$ cat src/hw/rtl/ccpi_pkg.sv
// Shared constants and types for the cruise control PI regulator.
package ccpi_pkg;

    localparam int SPEED_W    = 8;
    localparam int GAIN_W     = 4;
    localparam int LEVEL_W    = 7;
    localparam int SUM_W      = 16;
    localparam int CFG_IDX_W  = 3;
    localparam int CFG_DATA_W = 7;

    // Register indexes of the configuration port.
    typedef enum logic [CFG_IDX_W-1:0] {
        CFG_PROP_GAIN         = 3'd0,
        CFG_ENGAGE_MIN_SPEED  = 3'd1,
        CFG_FULL_THROTTLE_TOP = 3'd2,
        CFG_FULL_THROTTLE_LOW = 3'd3,
        CFG_THROTTLE_MAX      = 3'd4
    } cfg_idx_t;

    // Register values after reset.
    localparam logic [GAIN_W-1:0]  PROP_GAIN_RST         = 4'd3;
    localparam logic [LEVEL_W-1:0] ENGAGE_MIN_SPEED_RST  = 7'd20;
    localparam logic [LEVEL_W-1:0] FULL_THROTTLE_TOP_RST = 7'd80;
    localparam logic [LEVEL_W-1:0] FULL_THROTTLE_LOW_RST = 7'd40;
    localparam logic [LEVEL_W-1:0] THROTTLE_MAX_RST      = 7'd80;

    localparam logic signed [SUM_W-1:0] SUM_MAX = 16'sh7FFF;
    localparam logic signed [SUM_W-1:0] SUM_MIN = 16'sh8000;

endpackage

$ cat src/hw/rtl/cruise_control_pi_regulator_unit.sv
// Top level of the cruise control PI regulator: input stage, PI step and result stage.
//
// Usage: each control tick is one beat on the item channel (item_valid/item_ready)
// carrying the signed speed and the pedal, gear, engine and cruise-button levels.
// Every item produces exactly one result beat on the result channel
// (result_valid/result_ready) with throttle, engine_on, target_speed,
// cruise_active and gas_override.
// On acceptance the item is written into the input register; when it advances,
// its result is written into the result register, which presents the result beat.
// Throughput is one item per cycle while the receiver keeps result_ready high;
// the PI step, including the cruise state update, is one short combinational
// pass between the two registers, so a new tick sees the state left by the
// previous one.
// When the receiver stalls, the result register holds its beat and the input
// register can still take one more item; after that item_ready drops.
// The configuration channel (cfg_valid/cfg_ready, cfg_index, cfg_data) is always
// ready; writes to indexes above the register list are dropped, and only the
// low bits a register needs are kept. Configure only while the block is idle.
// Reset (rst_n low, asynchronous) disengages cruise, clears the target and the
// integral, empties both stages and loads the default register values.
module cruise_control_pi_regulator_unit
    import ccpi_pkg::*;
(
    input  logic                  clk,
    input  logic                  rst_n,
    // Item channel
    input  logic                  item_valid,
    output logic                  item_ready,
    input  logic [SPEED_W-1:0]    speed,
    input  logic                  gas_pressed,
    input  logic                  brake_pressed,
    input  logic                  in_top_gear,
    input  logic                  engine_switch,
    input  logic                  cruise_button,
    // Result channel
    output logic                  result_valid,
    input  logic                  result_ready,
    output logic [LEVEL_W-1:0]    throttle,
    output logic                  engine_on,
    output logic [LEVEL_W-1:0]    target_speed,
    output logic                  cruise_active,
    output logic                  gas_override,
    // Configuration channel
    input  logic                  cfg_valid,
    output logic                  cfg_ready,
    input  logic [CFG_IDX_W-1:0]  cfg_index,
    input  logic [CFG_DATA_W-1:0] cfg_data
);

    // Configuration registers.
    logic [GAIN_W-1:0]  prop_gain_reg;
    logic [LEVEL_W-1:0] engage_min_speed_reg;
    logic [LEVEL_W-1:0] full_throttle_top_reg;
    logic [LEVEL_W-1:0] full_throttle_low_reg;
    logic [LEVEL_W-1:0] throttle_max_reg;

    // Cruise state.
    logic                    engaged_reg;
    logic [LEVEL_W-1:0]      target_reg;
    logic signed [SUM_W-1:0] error_sum_reg;

    // Input stage.
    logic               s1_valid_reg;
    logic [SPEED_W-1:0] speed_reg;
    logic               gas_reg;
    logic               brake_reg;
    logic               top_reg;
    logic               eng_sw_reg;
    logic               button_reg;

    // Result stage.
    logic               result_valid_reg;
    logic [LEVEL_W-1:0] throttle_reg;
    logic               engine_on_reg;
    logic [LEVEL_W-1:0] target_speed_reg;
    logic               cruise_active_reg;
    logic               gas_override_reg;

    logic advance;

    // The input stage moves on when the result register is empty or being drained.
    assign advance    = s1_valid_reg && (!result_valid_reg || result_ready);
    assign item_ready = !s1_valid_reg || advance;
    assign cfg_ready  = 1'b1;

    // ---------------------------------------------------------------------
    // Configuration writes.
    // ---------------------------------------------------------------------
    always_ff @(posedge clk or negedge rst_n)
    begin
        if (!rst_n)
        begin
            prop_gain_reg         <= PROP_GAIN_RST;
            engage_min_speed_reg  <= ENGAGE_MIN_SPEED_RST;
            full_throttle_top_reg <= FULL_THROTTLE_TOP_RST;
            full_throttle_low_reg <= FULL_THROTTLE_LOW_RST;
            throttle_max_reg      <= THROTTLE_MAX_RST;
        end
        else if (cfg_valid)
        begin
            unique case (cfg_index)
                CFG_PROP_GAIN:         prop_gain_reg         <= cfg_data[GAIN_W-1:0];
                CFG_ENGAGE_MIN_SPEED:  engage_min_speed_reg  <= cfg_data;
                CFG_FULL_THROTTLE_TOP: full_throttle_top_reg <= cfg_data;
                CFG_FULL_THROTTLE_LOW: full_throttle_low_reg <= cfg_data;
                CFG_THROTTLE_MAX:      throttle_max_reg      <= cfg_data;
                default:               ;
            endcase
        end
    end

    // ---------------------------------------------------------------------
    // Input register.
    // ---------------------------------------------------------------------
    always_ff @(posedge clk or negedge rst_n)
    begin
        if (!rst_n)
        begin
            s1_valid_reg <= 1'b0;
        end
        else if (item_ready)
        begin
            s1_valid_reg <= item_valid;
        end
    end

    always_ff @(posedge clk)
    begin
        if (item_valid && item_ready)
        begin
            speed_reg  <= speed;
            gas_reg    <= gas_pressed;
            brake_reg  <= brake_pressed;
            top_reg    <= in_top_gear;
            eng_sw_reg <= engine_switch;
            button_reg <= cruise_button;
        end
    end

    // ---------------------------------------------------------------------
    // PI step on the registered item.
    // ---------------------------------------------------------------------
    logic                    engaged_eff;
    logic [LEVEL_W-1:0]      target_eff;
    logic                    speed_ok;
    logic                    hold;
    logic                    engine_on_c;
    logic signed [9:0]       err;
    logic signed [SUM_W:0]   sum_wide;
    logic signed [SUM_W-1:0] sum_sat;
    logic signed [13:0]      prod;
    logic signed [17:0]      pi_wide;
    logic [LEVEL_W-1:0]      pi_throttle;
    logic [LEVEL_W-1:0]      throttle_c;
    logic                    override_c;

    logic                    engaged_next;
    logic [LEVEL_W-1:0]      target_next;
    logic signed [SUM_W-1:0] error_sum_next;

    always_comb
    begin
        // A press of the cruise button while disengaged latches the current speed.
        engaged_eff = engaged_reg || button_reg;
        target_eff  = engaged_reg ? target_reg : speed_reg[LEVEL_W-1:0];

        speed_ok = $signed({speed_reg[SPEED_W-1], speed_reg})
                   >= $signed({2'b00, engage_min_speed_reg});
        hold     = top_reg && speed_ok && !gas_reg && !brake_reg && engaged_eff;

        engine_on_c = eng_sw_reg || (!speed_reg[SPEED_W-1] && (speed_reg != '0));

        // Speed error and saturating integral.
        err      = $signed({3'b000, target_eff})
                   - $signed({speed_reg[SPEED_W-1], speed_reg[SPEED_W-1], speed_reg});
        sum_wide = $signed({error_sum_reg[SUM_W-1], error_sum_reg})
                   + $signed({{7{err[9]}}, err});
        if (sum_wide[SUM_W] != sum_wide[SUM_W-1])
        begin
            sum_sat = sum_wide[SUM_W] ? SUM_MIN : SUM_MAX;
        end
        else
        begin
            sum_sat = sum_wide[SUM_W-1:0];
        end

        // Proportional term plus integral, clamped to 0 through throttle_max.
        prod    = $signed({10'd0, prop_gain_reg}) * $signed({{4{err[9]}}, err});
        pi_wide = $signed({{4{prod[13]}}, prod}) + $signed({{2{sum_sat[SUM_W-1]}}, sum_sat});
        if (pi_wide[17])
        begin
            pi_throttle = '0;
        end
        else if (pi_wide > $signed({11'd0, throttle_max_reg}))
        begin
            pi_throttle = throttle_max_reg;
        end
        else
        begin
            pi_throttle = pi_wide[LEVEL_W-1:0];
        end

        if (hold)
        begin
            engaged_next   = 1'b1;
            target_next    = target_eff;
            error_sum_next = sum_sat;
            throttle_c     = pi_throttle;
        end
        else
        begin
            engaged_next   = 1'b0;
            target_next    = '0;
            error_sum_next = '0;
            throttle_c     = '0;
        end

        // The gas pedal overrides with the gear's full throttle, not clamped.
        override_c = gas_reg && engine_on_c;
        if (override_c)
        begin
            throttle_c = top_reg ? full_throttle_top_reg : full_throttle_low_reg;
        end
    end

    // Cruise state follows each item as it leaves the input stage.
    always_ff @(posedge clk or negedge rst_n)
    begin
        if (!rst_n)
        begin
            engaged_reg   <= 1'b0;
            target_reg    <= '0;
            error_sum_reg <= '0;
        end
        else if (advance)
        begin
            engaged_reg   <= engaged_next;
            target_reg    <= target_next;
            error_sum_reg <= error_sum_next;
        end
    end

    // ---------------------------------------------------------------------
    // Result register.
    // ---------------------------------------------------------------------
    always_ff @(posedge clk or negedge rst_n)
    begin
        if (!rst_n)
        begin
            result_valid_reg <= 1'b0;
        end
        else if (advance)
        begin
            result_valid_reg <= 1'b1;
        end
        else if (result_ready)
        begin
            result_valid_reg <= 1'b0;
        end
    end

    always_ff @(posedge clk)
    begin
        if (advance)
        begin
            throttle_reg      <= throttle_c;
            engine_on_reg     <= engine_on_c;
            target_speed_reg  <= target_next;
            cruise_active_reg <= hold;
            gas_override_reg  <= override_c;
        end
    end

    assign result_valid  = result_valid_reg;
    assign throttle      = throttle_reg;
    assign engine_on     = engine_on_reg;
    assign target_speed  = target_speed_reg;
    assign cruise_active = cruise_active_reg;
    assign gas_override  = gas_override_reg;

    // ---------------------------------------------------------------------
    // Assertions.
    // ---------------------------------------------------------------------

    // The PI law and the gas override never both drive one beat.
    assert property (@(posedge clk) disable iff (!rst_n)
        result_valid |-> !(cruise_active && gas_override))
        else $error("cruise_active and gas_override both set");

    // A nonzero target is only reported while the PI law runs.
    assert property (@(posedge clk) disable iff (!rst_n)
        (result_valid && (target_speed != '0)) |-> cruise_active)
        else $error("target_speed reported while cruise inactive");

    // An item that keeps cruise engaged leaves the engaged state set.
    assert property (@(posedge clk) disable iff (!rst_n)
        (advance && hold) |=> engaged_reg)
        else $error("engaged state lost after an active tick");

    // A tick that drops cruise clears the integral and the target.
    assert property (@(posedge clk) disable iff (!rst_n)
        (advance && !hold) |=> (error_sum_reg == '0) && (target_reg == '0))
        else $error("integral or target not cleared on disengage");

endmodule
$ cat config.mk
export PLATFORM = sky130hd
export DESIGN_NAME = cruise_control_pi_regulator_unit
export DESIGN_NICKNAME = d
export VERILOG_FILES = /design/src/hw/rtl/ccpi_pkg.sv /design/src/hw/rtl/cruise_control_pi_regulator_unit.sv
export SDC_FILE = /design/constraint.sdc
export NUM_CORES = 1
export LEC_CHECK = 0
export BUFFER_PORTS_ARGS = -buffer_cell sky130_fd_sc_hd__buf_4
export CAP_MARGIN = 20
export CORE_MARGIN = 4
export CORE_UTILIZATION = 30
export DETAILED_ROUTE_END_ITERATION = 7
export GPL_TIMING_DRIVEN = 0
export PLACE_DENSITY_LB_ADDON = 0.2
export SYNTH_ARGS = -nofsm -noshare
export SYNTH_HDL_FRONTEND = slang
export SYNTH_SLANG_ARGS = --single-unit
$ cat constraint.sdc
create_clock -name clk -period 10.8 [get_ports clk]
set_input_delay 0.54 -clock clk [delete_from_list [all_inputs] [get_ports clk]]
set_output_delay 0.54 -clock clk [all_outputs]
set_load 0.01 [all_outputs]
==> summary.md, run 1 <==
| Metric | Value |
|---|---|
| Final Skew | 0.0132 ns |
| Post-synth ARST share | 65.9% |
| Initial antenna violation count | 0 |
| Via density | 4.71 |
| Worst path arrival time | 10.09 ns |
| Inst Count DP | 1107 |
| Final WL | 16.7 mm |
| Residual DRC | 0 |
| Port Buf Inserts | 46 |
| CTS tree | built |
| Post-route ant nets | 0 |
| Die width | 162 µm |
| Largest cells by area after synthesis | dfrtp_1, edfxtp_1, ha_1 |
| First DRT Iteration DRCs | 192 |
| Area Growth Syn to Fin | 15.0% |
| Final Max Tran Viols | 0 |
| Root buf cell | clkbuf_16 |
| Slew at the pin with the worst max-slew slack | 0.985 ns |
| Post-synth top cells | inv_1, nand2_1, ha_1, dfrtp_1, o21ai_0 |
| CTS Buffer Depth | 2 |
| Critical-path maximum fanout | 12 |
| Startpoint types | flop |
| Post-Layout Cell Count | 1123 |
| IO Pins | 48 |
| Req. time, crit path | 10.89 ns |
| Clock transition at path regs | 0.07 ns |
| Effective utilization at floorplan | 30.5% |
| Largest net degree at the start of global routing | 59 |
| Outcome | complete, no violations |
| First-pass GRT wire length | 28.4 mm |
| Vias | 5291 |
| Post-DP HPWL | 13.3 mm |
| Max-cap viol count | 0 |
| GRT Overall Usage | 13.4% |
| FMAX | 100 MHz |
| Die area | 26400 µm² |
| Sequential share of the synthesized area | 33.0% |
| Yosys cell types | 62 |
| RePlAce Congestion | 0.792 |
| Final Cell Area | 8230 µm² |
| Total CTS buffers | 9 |
| Final setup viols | 0 |
| Largest register FFs | 16 |
| #FFs+latches synth | 88 |
| Worst Hold Class | primary input to asynchronous set/reset pin |
| CTS Sinks | 88 |
| Critical-path top delay cell | a2111oi_0 |
| Die Ht | 162 µm |
| Yosys top cell area share | 16.8% |
| Cells after Synth | 741 |
| H-tree level count | 3 |
| Syn Area/Cell | 9.66 µm² |
| Period utilization | 92.6% |
| Total Power | 1970 µW |
| Post-synth top area cell | dfrtp_1 |
| Fin nets | 937 |
| Vias in the first global route | 5480 |
| Hold Vio Cnt, Final | 0 |
| Row count | 56 |
| Layout cells sized above 1 | 13.3% |
| CP Class | flop to flop |
| Worst path max stage delay | 0.56 ns |
| Synthesized area | 7160 µm² |
| P_leak | 0.00389 µW |
| Ys Warns | 0 |
| Most frequent cell after synthesis | inv_1 |
| RSZ-0062 raised after global routing | false |
| Total gr overflow | 0 |
| Post-DP Area | 7910 µm² |
| Power Dens Cells | 239 nW/µm² |
| Drt first pass iters | 4 |
| Worst skew pair latency | 0.35 ns |
| Final core utilization | 35.1% |
| Relative slew slack | 33.4% |
| Syn nets | 879 |
| Post-synth EDFFs | 30 |
| Worst IR Drop VDD | 0.123 mV |
| R2R depth | 35 |
| Period minus WS final | 10.00 ns |
| # diodes | 0 |
| Area of the core | 23500 µm² |
| CP endpoint kind | flop |
| Most used flip-flop cell after synthesis | dfrtp_1 |
| Routed len/inst | 14.8 µm |
-- placed cells by master, fill, tap and decap left out, types with 10 or more instances in the layout --
| cell | netlist | layout |
|---|---|---|
| mux2_2 | 22 | 22 |
| mux2i_1 | 25 | 24 |
| nor2_1 | 43 | 43 |
| nand2b_1 | 11 | 11 |
| nand2_1 | 77 | 77 |
| nor2b_1 | 10 | 10 |
| edfxtp_1 | 30 | 30 |
| clkbuf_1 | 16 | 14 |
| fa_1 | 39 | 39 |
| inv_1 | 102 | 102 |
| dfrtp_1 | 48 | 47 |
| o21ai_0 | 48 | 48 |
| buf_4 | 1 | 48 |
| a21o_1 | 18 | 18 |
| ha_1 | 71 | 71 |
| and2_1 | 15 | 15 |
| xnor2_1 | 15 | 15 |
| a21oi_1 | 27 | 26 |
| dfstp_2 | 10 | 10 |
-- worst max-delay path, delay by kind of cell (launching register included) --
family                     cells  cell delay [ns]
DFF                            1             0.53
AOI/OAI and AO/OA             16             4.23
adders and majority gates      8             2.96
muxes                          2             0.63
and+or+nand+nor                5             0.75
buffers and inverters          4             0.63
-- routing by layer --
layer	share of wire, %	global-route usage (%)	vias to the layer above
met5	0	0	-
met3	2.6	2.00	15
li1	-	-	2665
met1	52	19.4	2547
met2	44	21.1	64
met4	1.2	3.04	0
-- cells by family (layout without fill, tap and decap cells) --
family | Yosys count | in the layout | synth area share [%]
fa+ha+maj | 113 | 113 | 23.7
buf+inv | 121 | 184 | 6.42
simple gates | 187 | 187 | 12.5
compound gates | 160 | 160 | 14.3
xor+xnor | 24 | 24 | 2.94
mux | 47 | 47 | 6.96
other cells | 1 | 1 | 0.0524
flops | 88 | 88 | 33.0
-- stage by stage --
step	hold WS, ns	TNS [ns]	setup slack (ns)
4_1_cts	0.290	0	0.0615
6_report	0.246	0	0.795
5_1_grt	0.305	0	0.0439
3_3_place_gp	0.459	-7.58	-1.15
2_1_floorplan	0.244	0	1.34
3_5_place_dp	0.467	-2.86	-0.459
-- final timing paths --
kind	start	endpoint	slack [ns]
worst min-delay path	rst_n	full_throttle_low_reg[6]$_DFFE_PN0P_	0.25
worst min register to register	s1_valid_reg$_DFFE_PN0N_	result_valid$_DFFE_PN0P_	0.47
max in group asynchronous	rst_n	engaged_reg$_DFFE_PN0P_	9.95
min in group clk	engine_switch	eng_sw_reg$_DFFE_PP_	0.36
worst max-delay path	engaged_reg$_DFFE_PN0P_	throttle[0]$_DFFE_PP_	0.80
worst max register to register	engaged_reg$_DFFE_PN0P_	throttle[0]$_DFFE_PP_	0.80
-- area by class of cell --
cell class	instances	area, µm²
Clock inverter	7	58.8
Inverter	103	387
Timing Repair Buffer	48	373
Multi-Input combinational cell	532	4350
Fill cell	2426	15200
Tap cell	319	399
Clock buffer	9	225
Sequential cell	88	2370
Buffer	17	70.1
-- power by group --
part / switching, µW / internal [µW]
logic: 726 / 524
clock network: 149 / 161
registers: 18.4 / 390
total: 893 / 1070
-- timing repair --
| item | in CTS | in global routing |
|---|---|---|
| buffers inserted | 1 | 0 |
| resized for setup | 0 | 6 |
| pin swaps | 1 | 0 |
| hold buffers | 0 | 0 |
| endpoints found under the setup margin | 7 | 7 |
No activity file was read; power rests on OpenSTA's default activity.
==> inputs of run 2 (changes only) <==
Settings changed: CORE_UTILIZATION 30 to 45.
Clock period 10.8 ns to 9.3 ns, I/O delays scaled along.
==> run 2 against run 1 <==
Net effect: worst hold slack lost 0.072 ns; clock power grew 19%; final cell count shrank 7.9%; non-clock buffer count grew 19; utilization grew 20 points; flip-flop and latch count is the same; total power grew 23%; first-iteration DRC count grew 20%; register-to-register slack lost 0.38 ns; fmax grew 13%; critical path depth grew 2; critical endpoint is now throttle[1]$_DFFE_PP_.
==> summary.md, run 2 (synthesis gave the netlist of run 1 again) <==
| Metric | Value |
|---|---|
| Post-Layout Cell Count | 1034 (-7.9%) |
| P_leak | 0.00402 µW (+3.4%) |
| IO Pins | 48 (unchanged) |
| FF-to-FF Start | engaged_reg$_DFFE_PN0P_ |
| Max-cap viol count | 0 (unchanged) |
| # diodes | 0 (unchanged) |
| GRT met2 Usage | 32.6% (+11 points) |
| Period utilization | 95.5% (+2.9 points) |
| GR Util met3 | 2.29% (+0.29 points) |
| Worst skew pair latency | 0.35 ns (about the same) |
| Final WL | 16.4 mm (-1.3%) |
| Seq pwr share | 19.6% (-1.1 points) |
| Vias | 5566 (+5.2%) |
| Critical-path maximum fanout | 8 (-4) |
| Combinational share of power | 65.2% (+1.7 points) |
| Internal cell power | 1320 µW (+23%) |
| Area of the core | 15400 µm² (-35%) |
| Outcome | complete, no violations |
| H-tree level count | 3 (unchanged) |
| Total gr overflow | 0 (unchanged) |
| Area Growth Syn to Fin | 18.6% |
| Initial antenna violation count | 0 (unchanged) |
| Post-DP Area | 7770 µm² (-1.8%) |
| Residual DRC | 0 (unchanged) |
| Drt first pass iters | 5 (+1) |
| Req. time, crit path | 9.39 ns (-1.50 ns) |
| Fin nets | 956 (+2.0%) |
| Final Max Tran Viols | 0 (unchanged) |
| First-pass GRT wire length | 27.8 mm (-2.0%) |
| CTS Buffer Depth | 2 (unchanged) |
| Final setup viols | 0 (unchanged) |
| Worst path arrival time | 8.97 ns (-1.12 ns) |
| Root buf cell | clkbuf_16 |
| Worst Hold Class | primary input to asynchronous set/reset pin |
| First DRT Iteration DRCs | 230 (+20%) |
| Startpoint types | flop |
| Worst IR Drop VDD | 0.196 mV (+60%) |
| Period minus WS final | 8.88 ns (-1.12 ns) |
| Die area | 18000 µm² (-32%) |
| Effective utilization at floorplan | 46.6% (+16 points) |
| Total CTS buffers | 9 (unchanged) |
| GR peak layer | met2 |
| Final Skew | 0.0124 ns (-0.000737 ns) |
| CTS tree | built |
| Net Sw Frac | 45.5% (+0.11 points) |
| Clock power share | 15.3% (-0.5 points) |
| RePlAce Congestion | 0.912 (+15%) |
| GRT Overall Usage | 19.1% (+5.8 points) |
| Relative slew slack | 37.8% (+4.3 points) |
| CP bufs+invs | 6 (+2) |
| Post-DP HPWL | 12.7 mm (-4.1%) |
| Largest register FFs | 16 (unchanged) |
| Worst path max stage delay | 0.58 ns (+0.02 ns) |
| Slew at the pin with the worst max-slew slack | 0.921 ns (-0.0638 ns) |
| Commonest non-fill, non-tap cell in the layout | inv_1 |
| CP dominant cell by count | fa_1 |
| CP Class | flop to flop |
| Net switching power | 1100 µW (+23%) |
| CP endpoint kind | flop |
| Post-route ant nets | 0 (unchanged) |
| Die Ht | 134 µm (-17%) |
| Die width | 134 µm (-17%) |
| Inst Count DP | 998 (-9.8%) |
| Critical-path top delay cell | fa_1 |
| Routed len/inst | 15.9 µm (+7.2%) |
| Post-CTS Hold Buffers | 0 (unchanged) |
| CTS Sinks | 88 (unchanged) |
| Final Cell Area | 8490 µm² (+3.1%) |
| Met1 Track Usage GR | 25.4% (+6.0 points) |
| Port Buf Inserts | 46 (unchanged) |
| Power Dens Cells | 285 nW/µm² (+19%) |
| Top cell family by delay on the critical path | adder cells |
| Hold Vio Cnt, Final | 0 (unchanged) |
| FMAX | 113 MHz (+13%) |
| Clock transition at path regs | 0.07 ns (about the same) |
| Setup tns final | 0 ns (unchanged) |
| Most frequent cells in the layout | inv_1, nand2_1, ha_1, buf_4, dfrtp_1 |
| Largest net degree at the start of global routing | 59 (unchanged) |
| CP startpoint | engaged_reg$_DFFE_PN0P_ |
| Row count | 45 (-20%) |
| Layout cells sized above 1 | 19.4% (+6.1 points) |
| Via density | 5.38 (+14%) |
| Vias in the first global route | 5807 (+6.0%) |
[run 2: power by group through the flow]
stage	Combinational [µW]	Clock [µW]	Sequential [µW]
global route	1820	392	480
floorplan	1120	0	478
global placement	1410	0	478
finish	1580	369	474
CTS	1500	376	474
detailed placement	1450	0	481
[run 2: worst paths after layout]
path                                                              to  slack (ns)  depth (start not counted)
max in group asynchronous                    engaged_reg$_DFFE_PN0P_        8.56                          1
worst min register to register             target_reg[5]$_DFFE_PN0P_        0.48                          2
worst min-delay path            full_throttle_top_reg[5]$_DFFE_PN0P_        0.17                          1
worst max-delay path                           throttle[1]$_DFFE_PP_        0.42                         37
min in group clk                              speed_reg[2]$_DFFE_PP_        0.28                          1
worst max register to register                 throttle[1]$_DFFE_PP_        0.42                         37
[run 2: repair_timing]
action / CTS / global route
endpoints found under the hold margin: 0 / 0
endpoints found under the setup margin: 7 / 7
resized for setup: 25 / 32
setup buffers: 11 / 10
pin swaps: 6 / 10
[run 2: metrics by stage]
stage,power (µW),utilization [%],hold WS [ns],worst slack (ns)
6_report,2420,55.2,0.174,0.416
3_3_place_gp,1890,50.6,0.460,-1.81
2_1_floorplan,1590,-,0.169,0.127
4_1_cts,2350,53.8,0.215,0.0108
3_5_place_dp,1930,50.6,0.469,-1.91
5_1_grt,2690,55.2,0.247,-0.0499
[run 2: cell type report]
class	instances	area, µm²
buffer	17	78.8
clock buffer	9	225
multi-input combinational	532	4550
inverter	103	389
sequential	88	2370
timing repair buffer	67	532
fill	1369	6890
tap	211	264
clock inverter	7	81.3
[run 2: worst reg2reg max path: cells and delay by family, from the launching register on]
kind,cells,cell delay [ns]
AO/OA/AOI/OAI,13,2.23
AND/OR/NAND/NOR,7,1.29
XOR/XNOR,1,0.34
adder cells (fa/ha/maj),8,3.19
flip-flops,1,0.48
buffers and inverters,6,0.65
multiplexers,2,0.44
[run 2: per-layer routing]
metal	share of wire [%]	vias up
met5	0	-
met4	2.2	0
met3	2.9	25
met2	49	103
met1	46	2733
li1	-	2705
